$ cat src/fm_index_backward_search_top_defines.svh
// ----------------------------------------------------------------------------
// FM-index backward search: assertion macros
// Shared property wrappers, clocked on clock and disabled in reset.
// ----------------------------------------------------------------------------
`ifndef FM_INDEX_BACKWARD_SEARCH_TOP_DEFINES_SVH
`define FM_INDEX_BACKWARD_SEARCH_TOP_DEFINES_SVH

`ifndef SYNTH
// Same-cycle implication.
`define FMBS_ASSERT_IMP(label, ante, cons, msg) \
   label: assert property (@(posedge clock) disable iff (reset) (ante) |-> (cons)) \
      else $error(msg);
// Next-cycle implication.
`define FMBS_ASSERT_NXT(label, ante, cons, msg) \
   label: assert property (@(posedge clock) disable iff (reset) (ante) |=> (cons)) \
      else $error(msg);
`else
`define FMBS_ASSERT_IMP(label, ante, cons, msg)
`define FMBS_ASSERT_NXT(label, ante, cons, msg)
`endif

`endif

$ cat src/fmbs_ram.sv
// ----------------------------------------------------------------------------
// FM-index backward search: generic RAM
// One write port, one read port, registered read data.
// ----------------------------------------------------------------------------
module fmbs_ram #(
   parameter int ADDR_W = 8,
   parameter int DATA_W = 10
) (
   input  logic              clock,
   input  logic              wr_en,
   input  logic [ADDR_W-1:0] wr_addr,
   input  logic [DATA_W-1:0] wr_data,
   input  logic [ADDR_W-1:0] rd_addr,
   output logic [DATA_W-1:0] rd_data
);

   logic [DATA_W-1:0] mem [2**ADDR_W];
   logic [DATA_W-1:0] rd_data_ff;

   always_ff @(posedge clock) begin
      if (wr_en) begin
         mem[wr_addr] <= wr_data;
      end
      rd_data_ff <= mem[rd_addr];
   end

   assign rd_data = rd_data_ff;

endmodule

$ cat config.mk
export PLATFORM = sky130hd
export DESIGN_NAME = fmbs_ram
export DESIGN_NICKNAME = d
export VERILOG_FILES = /design/src/fm_index_backward_search_top_defines.svh /design/src/fmbs_ram.sv
export SDC_FILE = /design/constraint.sdc
export NUM_CORES = 2
export LEC_CHECK = 0
export BUFFER_PORTS_ARGS = -buffer_cell sky130_fd_sc_hd__buf_2
export CORE_MARGIN = 1
export CORE_UTILIZATION = 50
export CTS_CLUSTER_DIAMETER = 100
export DETAILED_ROUTE_END_ITERATION = 8
export PLACE_DENSITY = 0.8
export SLEW_MARGIN = 5
export SYNTH_ARGS = -nofsm -noshare
export SYNTH_HDL_FRONTEND = slang
export SYNTH_SLANG_ARGS = --single-unit
export TNS_END_PERCENT = 10
$ cat constraint.sdc
create_clock -name clock -period 1.9 [get_ports clock]
set_input_delay 0.19 -clock clock [delete_from_list [all_inputs] [get_ports clock]]
set_output_delay 0.19 -clock clock [all_outputs]
set_load 0.1 [all_outputs]
Word-level counts from Yosys, hierarchy flattened --
Memory sizes are Yosys's and may differ from the RTL's. A register that Yosys moved wholly into a read port is not among the register bits. Index checks and enable logic that the tools add are counted.
Word-level totals: register bits after elaboration 0, bits in latches 0, bits in writable memories 2560, bits in read-only memories 0, bits of input ports 28, output and inout bits 10, word-level logic and storage cells 3, memories 1
Memory list:
- mem | words 256, width 10, read ports 1, clocked after Yosys merged registers in 1, write ports 1, line fmbs_ram.sv:17 | logic [DATA_W-1:0] mem [2**ADDR_W];
Cells by class: add/sub/neg operators 0, multipliers 0, divide/modulo/power cells 0, order comparisons 0, equal/unequal tests 0, shifts and indexed selects 0, mux-type cells 2, bitwise operators 0, reduce and logical (&&, ||, !) cells 0
Operators with widths (count):
- 1-bit two-way mux | 2

Logic depth before layout (Yosys ltp) --
depth after elaboration 2, mapped depth 12, gate-level depth less buffers 6

Worst setup path before layout --
Ideal clock, no wire load.
path type input to register, start point in rd_addr[0], end point reg rd_data_ff[3] (netlist: rd_data[3]), read port of mem, library setup time 0.126 ns, arrival 2.006 ns, data required time 1.774 ns, slack -0.231 ns, stages 9, buffers on the path 4, cells stage by stage buf_4 > buf_8 > buf_8 > buf_2 > mux4_2 > a22oi_1 > a21oi_1 > nor4_1 > nor3_1
RTL lines:
- start, declared | line fmbs_ram.sv:13 | input logic [ADDR_W-1:0] rd_addr,
- end, declared | line fmbs_ram.sv:18 | logic [DATA_W-1:0] rd_data_ff;

==> reports/metrics.yaml <==
floorplan:
  num_rows: 163
  core_area_um2: 197000
  dieWidth_um: 448
  start_util: 0.503
  die-height_um: 448
  pin_count: 38
  die_area_um2: 200000
setup_path:
  cp_slowest_stage_delay_ns: 0.59
  worstReg2RegStart: "mem[53][5]$_DFFE_PP_"
  start_kind: "input pin"
  critical-path-slowest-cell: "mux4_2"
  worstRegToRegCells: 7
  path_cells: "buf_8 -> buf_4 -> buf_12 -> buf_4 -> buf_4 -> mux4_2 -> a22oi_1 -> a21oi_1 -> nor4_2 -> nor3_1"
  critPathCaptureType: "flip-flop"
  cpMostUsedCell: "buf_4"
  rrSetupSlack_ns: -0.34
  setup.worst_path.end: "rd_data[2]$_DFF_P_"
  path_max_fanout: 14
  critical_path_arrival_ns: 2.99
  startpoint: "rd_addr[0]"
  critPathRequiredTime_ns: 2.63
  worstSetupPathType: "input pin to flip-flop"
  regToRegEndpoint: "rd_data[5]$_DFF_P_"
detailed_routing:
  vias: 54900
  drt-initial-drc-count: 8912
  wire_per_inst_um: 32.7
  postRouteAntennaNets: 0
  firstDrtPassIters: 8
  routed_via_density: 6.56
  drc_errors: 0
  drt-total-wl_um: 274000
synth:
  synth_ff_type: "edfxtp_1"
  yosys_warnings: 0
  synth_edf_count: 2560
  avgSynthCellArea_um2: 21.4
  yosysSeqAreaShare: 0.777
  netlist.area_leader.share: 0.775
  synthesis.area_um2: 99300
  synth_area_leader_cell: "edfxtp_1"
  synth.ff_latch_count: 2570
  syn-num-nets: 4670
  synthTopCellsByArea: "edfxtp_1 77%, mux4_2 11%, mux2i_1 2.1%, a22oi_1 1.4%, nor2_1 1.1%"
  synth_cell_types: 53
  synthCells: 4642
  async_reset_ff_frac: 0
sta:
  fin_crit_ns: 2.26
  finalSetupViolations: 10
  hold_viol_final: 0
  fin_worst_skew_ns: 0.0644
  timing_max_transition_violations_final: 0
  worst_slack_ns: -0.358
  slew_headroom: 0.214
  hold_slack_ns: 0.158
  rsz0062_at_grt: "true"
  tightest_slew_ns: 1.17
  post-route-period-util: 1.19
  max_freq_mhz: 443
grt:
  grt_busiest_layer: "met2"
  first_global_vias: 55200
  use_met2: 0.441
  use_met3: 0.0676
  met1_usage: 0.344
  grt_max_degree: 82
  grt-ovfl-total: 0
  grt.total_usage: 0.272
  grt_pass1_wl_um: 389000
  antenna_found_initial: 11
power:
  power_density_nw_per_um2: 984
  p_sw_mw: 25.7
  ir_worst_vdd_uv: 951
  power_frac_seq: 0.535
  power.share.switching: 0.219
  combPwrFrac: 0.064
  internal-power_mw: 91.3
  p_clk_frac: 0.401
  p_leak_nw: 38.5
clocking:
  cts.sinks: 2570
  clk_latency_ns: 0.88
  h-tree-depth: 4
  cts_tree: "built"
  clkTransAtPathRegs_ns: 0.07
  clk_path_buf_depth: 3
  cts_buffers: 232
  root_buffer: "clkbuf_16"
outcome:
  status: "complete, but fails checks"
  violations: "setup timing"
flow_run:
  drv_cap: 0
finish:
  layout-drive-gt1-share: 0.345
  finalNetCount: 5551
  utilization: 0.603
  area_delta_synth_final_pct: 19.8
hold_path:
  hp-class: "input pin to flip-flop"
placement:
  port-buffer-count: 37
  gpl.final_weighted_congestion: 0.983
  post-dp-hpwl_um: 168000
## worst min-delay path by stage
stage          depth (start not counted)  startpoint               endpoint
2_1_floorplan                          0  wr_data[0]    mem[0][0]$_DFFE_PP_
3_3_place_gp                           1  wr_data[2]   mem[50][2]$_DFFE_PP_
3_5_place_dp                           1  wr_data[2]   mem[57][2]$_DFFE_PP_
4_1_cts                                4  wr_addr[7]  mem[231][7]$_DFFE_PP_
5_1_grt                                5       wr_en  mem[210][3]$_DFFE_PP_
6_report                               4  wr_addr[4]   mem[66][9]$_DFFE_PP_
## power by group through the flow
stage | clock network (mW) | registers, mW | logic, mW
detailed placement | 0 | 63.8 | 6.92
global placement | 0 | 63.8 | 6.73
CTS | 47.0 | 62.6 | 7.27
global route | 49.1 | 62.5 | 7.66
floorplan | 0 | 64.1 | 3.04
finish | 46.9 | 62.6 | 7.53
## state kept, by name, summed over array words and instances, names as in the netlist
name,count
rd_data,10
mem,2560
## Yosys cell counts, types with 27 or more instances
| cell | number |
|---|---|
| buf_4 | 29 |
| clkbuf_1 | 131 |
| nor4_1 | 27 |
| mux4_2 | 495 |
| o221ai_1 | 40 |
| o22ai_1 | 57 |
| mux4_1 | 41 |
| nor2_1 | 292 |
| nand2_1 | 47 |
| buf_2 | 48 |
| edfxtp_1 | 2560 |
| nor3_1 | 32 |
| nand3_1 | 39 |
| a22oi_1 | 191 |
| mux2i_1 | 210 |
| a21oi_1 | 113 |
## cell usage in the layout, fill, tap and decap left out, types with 9 or more instances in the layout
cell	n
clkbuf_16	237
buf_4	695
nand2_1	46
clkinv_1	57
a21oi_2	11
mux2i_1	210
nand3_1	39
a22oi_1	179
a22o_1	9
buf_2	15
nor2b_1	20
a31oi_1	10
nor4_2	11
edfxtp_1	2560
mux4_1	39
clkinv_2	46
bufinv_16	23
clkinvlp_4	19
nand2b_1	11
clkbuf_8	11
nor2_2	85
nor4_4	9
mux4_2	497
clkbuf_1	39
buf_12	192
o221ai_1	40
dlygate4sd3_1	10
a221oi_1	10
a22oi_2	12
a21oi_1	102
nand4_1	11
nor3_1	22
o22ai_1	48
nor2_1	200
## timing repair
| item | in CTS | in global routing |
|---|---|---|
| endpoints found under the hold margin | 437 | 0 |
| hold buffers | 10 | 0 |
| resized for setup | 109 | 43 |
| pin swaps | 15 | 9 |
| gates cloned | 0 | 0 |
| setup endpoints to repair | 19 | 10 |
| setup buffers | 0 | 0 |
## metrics by stage
step	std cells	power (mW)	setup TNS [ns]	instance area, µm²	setup WS [ns]
after CTS	8367	117	-2.51	119000	-0.300
after global placement	7919	70.5	-18.05	110000	-1.45
final	8375	117	-2.86	119000	-0.358
after floorplan	4642	67.1	-170.94	99600	-0.161
after global routing	8372	119	-2.98	119000	-0.348
after detailed placement	7919	70.7	-32.09	110000	-1.56
## layout make-up
cell class | count | area, µm²
fillers | 12600 | 78300
flip-flops and latches | 2570 | 77100
multi-input cells | 1785 | 21400
repair buffers | 931 | 9480
clock buffers | 277 | 6090
well taps | 2640 | 3300
clock inverters | 161 | 1520
diodes | 8 | 20.0
inverters | 3 | 11.3
## logic make-up (layout without fill, tap and decap cells)
group                  after synthesis  count (layout)  share of synthesized area
AO/OA/AOI/OAI                      525             525                     0.0371
buffers and inverters              287            1372                     0.0188
flip-flops                        2570            2570                      0.777
multiplexers                       746             746                      0.144
other                                0               8                          0
AND/OR/NAND/NOR                    514             514                     0.0232
## layer usage
layer  up-vias  part of all wire  routed length [µm]
met5         -          0.000084                  23
met2      4576              0.48              132000
met1     28000              0.33               89800
met3       956              0.13               35000
met4         4             0.061               16700
li1      21400                 -                   -
## critical path, delay by kind of cell
kind	cells	cell delay (ns)
simple gates	2	0.68
mux	1	0.59
buf+inv	5	1.06
compound gates	2	0.44
Power figures use the tool's default switching activity.
