===== src/fm_index_backward_search_top_defines.svh =====
// ----------------------------------------------------------------------------
// FM-index backward search: assertion macros
// Shared property wrappers, clocked on clock and disabled in reset.
// ----------------------------------------------------------------------------
`ifndef FM_INDEX_BACKWARD_SEARCH_TOP_DEFINES_SVH
`define FM_INDEX_BACKWARD_SEARCH_TOP_DEFINES_SVH

`ifndef SYNTH
// Same-cycle implication.
`define FMBS_ASSERT_IMP(label, ante, cons, msg) \
   label: assert property (@(posedge clock) disable iff (reset) (ante) |-> (cons)) \
      else $error(msg);
// Next-cycle implication.
`define FMBS_ASSERT_NXT(label, ante, cons, msg) \
   label: assert property (@(posedge clock) disable iff (reset) (ante) |=> (cons)) \
      else $error(msg);
`else
`define FMBS_ASSERT_IMP(label, ante, cons, msg)
`define FMBS_ASSERT_NXT(label, ante, cons, msg)
`endif

`endif


===== src/fmbs_pkg.sv =====
// ----------------------------------------------------------------------------
// FM-index backward search: package
// Sizes, item types, sequencer states and helper functions.
// ----------------------------------------------------------------------------
package fmbs_pkg;

   localparam int TEXT_LEN = 512;
   localparam int ALPHABET = 256;

   localparam int BOUND_W  = 10;
   localparam int KIND_W   = 2;
   localparam int SYMBOL_W = 8;
   localparam int ROWF_W   = 9;

   localparam int SYM_W  = $clog2(ALPHABET);
   localparam int ROW_W  = $clog2(TEXT_LEN);
   localparam int OCC_AW = ROW_W + SYM_W;
   localparam int IDX_W  = SYM_W + 1;

   localparam logic [KIND_W-1:0] KIND_START = 2'd0;
   localparam logic [KIND_W-1:0] KIND_OCC   = 2'd1;
   localparam logic [KIND_W-1:0] KIND_QUERY = 2'd2;

   typedef struct packed {
      logic [KIND_W-1:0]   kind;
      logic [SYMBOL_W-1:0] symbol;
      logic [ROWF_W-1:0]   row;
      logic [BOUND_W-1:0]  value;
      logic                first;
      logic                last;
   } fmbs_req_type;

   typedef struct packed {
      logic [BOUND_W-1:0] low_bound;
      logic [BOUND_W-1:0] high_bound;
      logic               empty_res;
   } fmbs_rsp_type;

   typedef struct packed {
      logic               en;
      logic [SYM_W-1:0]   addr;
      logic [BOUND_W-1:0] data;
   } fmbs_start_wr_type;

   typedef struct packed {
      logic               en;
      logic [OCC_AW-1:0]  addr;
      logic [BOUND_W-1:0] data;
   } fmbs_occ_wr_type;

   typedef enum logic [2:0] {
      ST_IDLE,
      ST_FIRST_LO,
      ST_SCAN,
      ST_REF_LO,
      ST_REF_HI,
      ST_CHECK,
      ST_EMIT
   } fmbs_state_type;

   // Saturate an add result to the bound width.
   function automatic logic [BOUND_W-1:0] sat_bound(input logic [BOUND_W:0] v);
      return v[BOUND_W] ? {BOUND_W{1'b1}} : v[BOUND_W-1:0];
   endfunction

   // Occurrence row for a rank: bound minus one, clamped to the last row.
   function automatic logic [ROW_W-1:0] rank_row(input logic [BOUND_W-1:0] b);
      logic [BOUND_W-1:0] r;
      r = b - BOUND_W'(1);
      if (32'(r) >= TEXT_LEN) begin
         return ROW_W'(TEXT_LEN - 1);
      end
      return ROW_W'(r);
   endfunction

   function automatic logic sym_ok(input logic [SYMBOL_W-1:0] s);
      return 32'(s) < ALPHABET;
   endfunction

   function automatic logic row_ok(input logic [ROWF_W-1:0] r);
      return 32'(r) < TEXT_LEN;
   endfunction

endpackage


===== src/fmbs_seq.sv =====
// ----------------------------------------------------------------------------
// FM-index backward search: sequencer
// Runs table loads, the start-table scan and rank refinement on one adder.
// ----------------------------------------------------------------------------
`include "fm_index_backward_search_top_defines.svh"

module fmbs_seq
   import fmbs_pkg::*;
(
   input  logic               clock,
   input  logic               reset,
   input  logic [BOUND_W-1:0] text_length,
   input  logic               req_valid,
   output logic               req_stall,
   input  fmbs_req_type       req_data,
   output logic               rsp_valid,
   input  logic               rsp_stall,
   output fmbs_rsp_type       rsp_data,
   output fmbs_start_wr_type  start_wr,
   output logic [SYM_W-1:0]   start_rd_addr,
   input  logic [BOUND_W-1:0] start_rd_data,
   output fmbs_occ_wr_type    occ_wr,
   output logic [OCC_AW-1:0]  occ_rd_addr,
   input  logic [BOUND_W-1:0] occ_rd_data
);

   localparam logic [IDX_W-1:0] ALPHA_END = IDX_W'(ALPHABET);

   fmbs_state_type state_ff, state_in;

   logic [BOUND_W-1:0]  low_ff, low_in;
   logic [BOUND_W-1:0]  high_ff, high_in;
   logic                empty_ff, empty_in;
   logic [SYMBOL_W-1:0] sym_ff, sym_in;
   logic                last_ff, last_in;
   logic [IDX_W-1:0]    idx_ff, idx_in;
   logic                rsp_valid_ff, rsp_valid_in;
   fmbs_rsp_type        rsp_data_ff, rsp_data_in;

   logic [BOUND_W-1:0]  add_a, add_b;
   logic [BOUND_W:0]    add_sum;
   logic [IDX_W-1:0]    idx_next;
   logic                slot_free;
   logic                req_acc;
   fmbs_state_type      fin_state;

   // Shared adder
   assign add_sum = {1'b0, add_a} + {1'b0, add_b};

   assign slot_free = !rsp_valid_ff || !rsp_stall;
   assign req_stall = (state_ff != ST_IDLE);
   assign req_acc   = req_valid && !req_stall;
   assign fin_state = req_data.last ? ST_EMIT : ST_IDLE;

   always_ff @(posedge clock) begin
      if (reset) begin
         state_ff     <= ST_IDLE;
         low_ff       <= '0;
         high_ff      <= '0;
         empty_ff     <= 1'b0;
         rsp_valid_ff <= 1'b0;
      end else begin
         state_ff     <= state_in;
         low_ff       <= low_in;
         high_ff      <= high_in;
         empty_ff     <= empty_in;
         rsp_valid_ff <= rsp_valid_in;
      end
   end

   always_ff @(posedge clock) begin
      sym_ff      <= sym_in;
      last_ff     <= last_in;
      idx_ff      <= idx_in;
      rsp_data_ff <= rsp_data_in;
   end

   always_comb begin
      state_in      = state_ff;
      low_in        = low_ff;
      high_in       = high_ff;
      empty_in      = empty_ff;
      sym_in        = sym_ff;
      last_in       = last_ff;
      idx_in        = idx_ff;
      rsp_data_in   = rsp_data_ff;
      rsp_valid_in  = rsp_valid_ff && rsp_stall;
      start_wr      = '0;
      occ_wr        = '0;
      start_rd_addr = SYM_W'(sym_ff);
      occ_rd_addr   = {rank_row(high_ff), SYM_W'(sym_ff)};
      add_a         = start_rd_data;
      add_b         = occ_rd_data;
      idx_next      = idx_ff + IDX_W'(1);

      case (state_ff)
         ST_IDLE: begin
            if (req_acc) begin
               case (req_data.kind)
                  KIND_START: begin
                     start_wr.en   = sym_ok(req_data.symbol);
                     start_wr.addr = SYM_W'(req_data.symbol);
                     start_wr.data = req_data.value;
                  end
                  KIND_OCC: begin
                     occ_wr.en   = sym_ok(req_data.symbol) && row_ok(req_data.row);
                     occ_wr.addr = {ROW_W'(req_data.row), SYM_W'(req_data.symbol)};
                     occ_wr.data = req_data.value;
                  end
                  KIND_QUERY: begin
                     sym_in        = req_data.symbol;
                     last_in       = req_data.last;
                     start_rd_addr = SYM_W'(req_data.symbol);
                     occ_rd_addr   = {rank_row(low_ff), SYM_W'(req_data.symbol)};
                     if (req_data.first) begin
                        empty_in = 1'b0;
                        if (!sym_ok(req_data.symbol)) begin
                           empty_in = 1'b1;
                           state_in = fin_state;
                        end else begin
                           state_in = ST_FIRST_LO;
                        end
                     end else if (empty_ff) begin
                        state_in = fin_state;
                     end else if (!sym_ok(req_data.symbol)) begin
                        empty_in = 1'b1;
                        state_in = fin_state;
                     end else begin
                        state_in = ST_REF_LO;
                     end
                  end
                  default: begin
                  end
               endcase
            end
         end
         ST_FIRST_LO: begin
            low_in   = start_rd_data;
            idx_next = IDX_W'(sym_ff) + IDX_W'(1);
            if (text_length != '0 && start_rd_data == text_length - BOUND_W'(1)) begin
               add_b    = BOUND_W'(1);
               high_in  = sat_bound(add_sum);
               state_in = ST_CHECK;
            end else begin
               high_in = text_length;
               if (idx_next < ALPHA_END) begin
                  start_rd_addr = idx_next[SYM_W-1:0];
                  idx_in        = idx_next;
                  state_in      = ST_SCAN;
               end else begin
                  state_in = ST_CHECK;
               end
            end
         end
         ST_SCAN: begin
            // Tighten high to the smallest start above low.
            if (start_rd_data > low_ff && start_rd_data < high_ff) begin
               high_in = start_rd_data;
            end
            if (idx_next < ALPHA_END) begin
               start_rd_addr = idx_next[SYM_W-1:0];
               idx_in        = idx_next;
            end else begin
               state_in = ST_CHECK;
            end
         end
         ST_REF_LO: begin
            add_b    = (low_ff == '0) ? '0 : occ_rd_data;
            low_in   = sat_bound(add_sum);
            state_in = ST_REF_HI;
         end
         ST_REF_HI: begin
            add_b    = (high_ff == '0) ? '0 : occ_rd_data;
            high_in  = sat_bound(add_sum);
            state_in = ST_CHECK;
         end
         ST_CHECK: begin
            if (low_ff >= high_ff) begin
               empty_in = 1'b1;
            end
            state_in = last_ff ? ST_EMIT : ST_IDLE;
         end
         ST_EMIT: begin
            if (slot_free) begin
               rsp_valid_in          = 1'b1;
               rsp_data_in.low_bound  = low_ff;
               rsp_data_in.high_bound = high_ff;
               rsp_data_in.empty_res  = empty_ff;
               state_in               = ST_IDLE;
            end
         end
         default: begin
            state_in = ST_IDLE;
         end
      endcase
   end

   assign rsp_valid = rsp_valid_ff;
   assign rsp_data  = rsp_data_ff;

   `FMBS_ASSERT_NXT(a_scan_ends, (state_ff == ST_SCAN) && (idx_ff + IDX_W'(1) >= ALPHA_END), state_ff == ST_CHECK, "scan did not end at the last symbol")
   `FMBS_ASSERT_NXT(a_scan_narrows, state_ff == ST_SCAN, high_ff <= $past(high_ff), "scan widened the upper bound")
   `FMBS_ASSERT_NXT(a_check_flags, (state_ff == ST_CHECK) && (low_ff >= high_ff), empty_ff, "empty interval not flagged")
   `FMBS_ASSERT_NXT(a_frozen, req_acc && (req_data.kind == KIND_QUERY) && !req_data.first && empty_ff, $stable(low_ff) && $stable(high_ff) && empty_ff, "frozen interval changed")
   `FMBS_ASSERT_NXT(a_emit_loads, (state_ff == ST_EMIT) && slot_free, rsp_valid_ff && (state_ff == ST_IDLE), "result not loaded from emit")

endmodule

===== config.mk =====
export PLATFORM = sky130hd
export DESIGN_NAME = fmbs_seq
export DESIGN_NICKNAME = d
export VERILOG_FILES = /design/src/fmbs_pkg.sv /design/src/fmbs_seq.sv
export VERILOG_INCLUDE_DIRS = /design/src /design/src/src
export SDC_FILE = /design/constraint.sdc
export NUM_CORES = 1
export LEC_CHECK = 0
export BUFFER_PORTS_ARGS = -buffer_cell sky130_fd_sc_hd__buf_4
export CAP_MARGIN = 20
export CORE_ASPECT_RATIO = 1.5
export CORE_UTILIZATION = 54
export CTS_BUF_LIST = sky130_fd_sc_hd__clkbuf_16
export DETAILED_ROUTE_END_ITERATION = 8
export HOLD_SLACK_MARGIN = 0.06
export PLACE_DENSITY = 0.85
export SYNTH_ARGS = -nofsm -noshare
export SYNTH_HDL_FRONTEND = slang
export SYNTH_SLANG_ARGS = --single-unit

===== constraint.sdc =====
create_clock -name clock -period 7.9 [get_ports clock]
set_clock_uncertainty 0.05 [all_clocks]
set_input_delay 2.37 -clock clock [delete_from_list [all_inputs] [get_ports clock]]
set_output_delay 2.37 -clock clock [all_outputs]
set_load 0.1 [all_outputs]

======== Word-level counts from Yosys, hierarchy flattened ========
Cells that the tools add are included.
Widths: inputs -> output; s select.
operators by class
  multiplexer cells ....................... 55
  equal/unequal tests ..................... 19
  reductions and logical operators ........ 24
  add/subtract/negate cells ............... 6
  $lt $le $gt $ge ......................... 7
operators by type and width
  operator               number
  $mux 28                3
  $mux 9                 7
  $mux 10                6
  $pmux 10 s3            2
  $mux 19                3
  $mux 17                3
  $mux 8                 5
  $mux 3                 10
  $sub 10x1->10 const B  3
  $pmux 8 s3             1
  $pmux 3 s7             1
  $ge 10x10->1 const B   2
  $logic_not 10->1       2
  $pmux 10 s2            1
  $lt 9x9->1 const B     2
  $ne 2x2->1 const B     9
  $pmux 9 s2             1
  $add 10x10->11         1
  $mux 1                 11
  $eq 10x10->1           1
  $ge 10x10->1           1
  $gt 10x10->1           1
  $lt 10x10->1           1
  $reduce_bool 10->1     1
  20 further kinds       33
storage, ports and cells
  flip-flop bits (word level) ............. 64
  output and inout bits ................... 95
  word-level logic and storage cells ...... 122

======== Logic depth before layout (Yosys ltp) ========
  word-level depth ........................ 10
  mapped depth ............................ 20
  mapped depth without buffers ............ 17

======== Worst setup path before layout ========
No wires, ideal clock.
  path type ............................... input to output
  from .................................... input port text_length[0]
  to ...................................... output port start_rd_addr[3]
  cell stages on the path ................. 10
  data arrival time ....................... 7,493 ps
  path slack .............................. -2,013 ps
  path buffers ............................ 1
  data required time ...................... 5,480 ps
  cells stage by stage .................... inv_1 ha_1 nor2b_1 a221o_1 o311ai_0 or2_2 buf_2 a21oi_2 nand2_1 o311ai_0
between the ends
  cells in the longest elaborated chain, start to end .. 5
  elaborated cells between the ends (all ways) .. 6
ends and longest elaborated chain
  item                   line             text
  start: declaration     fmbs_seq.sv:12   input logic [BOUND_W-1:0] text_length,
  $sub 10x1->10          fmbs_seq.sv:140  if (text_length != '0 && start_rd_data == text_length - BOUND_W'(1)) begin
  $eq 10x10->1           fmbs_seq.sv:140
  $logic_and 1x1->1 (*)  fmbs_seq.sv:140
  $mux 8 (*)             fmbs_seq.sv:140
  $pmux 8 s3 (*)         fmbs_seq.sv:96   case (state_ff)
  end: declaration       fmbs_seq.sv:20   output logic [SYM_W-1:0] start_rd_addr,
Every way passes the cells marked *; elsewhere a longest branch is shown, timed or not.

======== Worst setup path in the final report ========
  from .................................... input port text_length[0]
  to ...................................... output port start_rd_addr[2]
The elaborated chain is that of the path after synthesis.

==> metrics.md <==
| Metric | Value |
|---|---|
| Outcome | `finished, final reports clean` |
| HPWL after detailed placement | `15,400 um` |
| Tot GR Track Use | `36.6%` |
| Achievable Freq | `133 MHz` |
| Final setup viols | `0` |
| Syn Inst Count | `685` |
| CTS tree | `built` |
| Die width | `86.4 um` |
| LEAKAGE | `3.15 nW` |
| Crit path cell chain | `buf_4, inv_1, ha_1, nor2b_2, a221o_1, o311ai_0, or2_2, and2_1, nor3_1, a311o_1, buf_4` |
| Most frequent cells after synthesis | `nor2_1 (53), nand2_1 (51), and2_1 (48), ha_1 (46), o21ai_0 (44)` |
| Routed vias | `6,127` |
| RSZ-0062 raised after global routing | `false` |
| Post-CTS Setup Bufs | `0` |
| CTS root buffer | `clkbuf_16` |
| Detailed Routing Iterations Pass 1 | `6` |
| Die height | `129 um` |
| CTS resizes | `0` |
| Initial core utilization | `56.2%` |
| DR iter-0 viols | `440` |
| Yosys top cell area share | `20.3%` |
| Clock Path Buffers | `2` |
| Hold WC Path Type | `register to register` |
| Clock-pin transition on the worst setup and hold timing paths | `0.06 ns` |
| Slew Viols, Final | `0` |
| Fin crit period | `7.51 ns` |
| Synth unique cells | `68` |
| Syn_nets | `797` |
| Final WL | `20,200 um` |
| Post-Syn Area | `5760 um^2` |
| DR DRC count | `0` |
| EDFF count, synth | `39` |
| DRT antenna net count | `0` |
| Core area | `10,200 um^2` |
| I/O Buffers | `159` |
| MaxCap Viol Count | `0` |
| Slowest CP cell | `nor3_1` |
| First-pass GRT wire length | `31,000 um` |
| Placed insts | `963` |
| Total power | `3.20 mW` |
| Layout Nets | `947` |
| Yosys warns | `0` |
| Crit Path Max Fanout | `9` |
| Asr flop ratio synth | `0%` |
| Antenna violations before repair | `1` |
| CP Data Required Time | `5.48 ns` |
| Largest net degree at the start of global routing | `37` |
| TritonCTS buffer count | `9` |
| Slew margin rel. | `27.4%` |
| Number of I/O pins | `160` |
| CP Class | `primary input to output pin` |
| Tightest Pin Transition | `1.08 ns` |
| # clock sinks | `64` |
| Worst vdd ir | `0.000296 V` |
| Avg Synthesized Cell Area | `8.41 um^2` |
| Hold WS | `0.484 ns` |
| Synthesized flop and latch total | `64` |
| Routed vias/inst | `6.24` |
| Clk_lat worst skew | `0.34 ns` |
| Hold buffer count at cts | `0` |
| DR WL/cell | `20.6 um` |
| RePlAce Congestion | `0.997` |
| Synth Flop Type | `edfxtp_1` |
| Largest area contributor in the netlist | `edfxtp_1` |
| Post-synthesis sequential area ratio | `29.0%` |
| Layout area overhead | `28.7%` |
| Top-count cell post-synth | `nor2_1` |
| Vias in the first global route | `5,958` |
| Setup tns final | `0 ns` |
| Power per cell area | `431 nW/um^2` |
| Critical path arrival | `5.09 ns` |
| Global route overflow | `0` |
| Hold Vio Cnt, Final | `0` |
| Startpoint Class | `primary input` |
| Critical Path Max Stage Delay | `0.44 ns` |
| DIE AREA | `11,100 um^2` |
| Post-DP Area | `7110 um^2` |
| Filler-free cell count of the finished design | `982` |
| Row cnt | `45` |
| Share of layout cells above drive strength 1 | `26.1%` |
| Tcrit/Tclk final | `95.1%` |
| Final Instance Area | `7410 um^2` |
| Area contributors post-synth | `edfxtp_1 (20%), ha_1 (10%), dfxtp_1 (8.7%), and2_1 (5.2%), xnor2_1 (5.2%)` |
| Htree depth | `3` |
| Crit path top cell by count | `buf_4` |
| Critical Path End Type | `output pin` |
## final cells by class
type                            instances  area, um^2
Clock inverter                          7        48.8
Timing Repair Buffer                  169        1280
Multi-Input combinational cell        554        3870
Sequential cell                        64        1670
Fill cell                             838        2830
Tap cell                              141         176
Clock buffer                            9         225
Antenna cell                            1        2.50
Inverter                               37         139
## path summary, 6_finish.rpt
path | startpoint | end | slack, ns | cells past startpoint
setup / recovery | text_length[0] | start_rd_addr[2] | 0.39 | 11
hold / removal | high_ff[7] | rsp_data[8] | 0.48 | 0
hold reg to reg | high_ff[7] | rsp_data[8] | 0.48 | 0
setup reg to reg | state_ff[2] | high_ff[6] | 2.78 | 12
## layout by cell type (no fill, tap or decap), types with 10 or more instances in the layout
cell type,count
xor2_1,12
nand3_1,18
buf_4,167
mux2_2,14
xnor2_1,34
inv_1,35
nor3_1,17
a21oi_1,41
ha_1,46
o21ai_0,43
and2_1,48
a21o_1,11
edfxtp_1,39
nand2_1,51
nor2_1,53
dfxtp_1,25
nor2b_1,14
mux2i_1,10
## stage by stage
step | utilization (%) | worst slack, ns
final | 72.4 | 0.391
after global routing | 72.4 | 0.228
after CTS | 72.1 | 0.456
after detailed placement | 69.4 | 0.482
after global placement | 69.4 | 0.612
after floorplan | - | 0.0173
## flip-flops by register name (all words and copies together) (netlist names)
register   count
rsp_data      21
high_ff       10
low_ff        10
idx_ff         9
sym_ff         8
state_ff       3
empty_ff       1
last_ff        1
rsp_valid      1
## per-layer routing
layer  wire, um  global-route usage, %  up-vias
met4       1170                   22.6        0
met2      10600                   67.9      348
met1       6990                   38.2     2871
li1           -                      -     2833
met5          0                      0        -
met3       1400                   5.52       75
## where the power goes
part	internal, mW	total, mW	switching [mW]
sequential	0.463	0.582	0.120
combinational	0.607	2.25	1.64
clock	0.211	0.367	0.155
total	1.28	3.20	1.92
## worst max-delay path: cells and delay by family
family          cells  cell delay, ns
compound gates      3            0.53
fa+ha+maj           1            0.25
buf+inv             3            0.53
simple gates        4            1.40
## logic make-up after synthesis
kind of cell | after synthesis | share of synthesized area [%]
flip-flops | 64 | 29.0
multiplexers | 24 | 4.47
buffers and inverters | 67 | 4.58
adder cells (fa/ha/maj) | 47 | 10.3
XOR/XNOR | 46 | 6.99
AO/OA/AOI/OAI | 184 | 21.8
AND/OR/NAND/NOR | 253 | 22.8
Note: power is estimated with default switching activity, not from simulation.
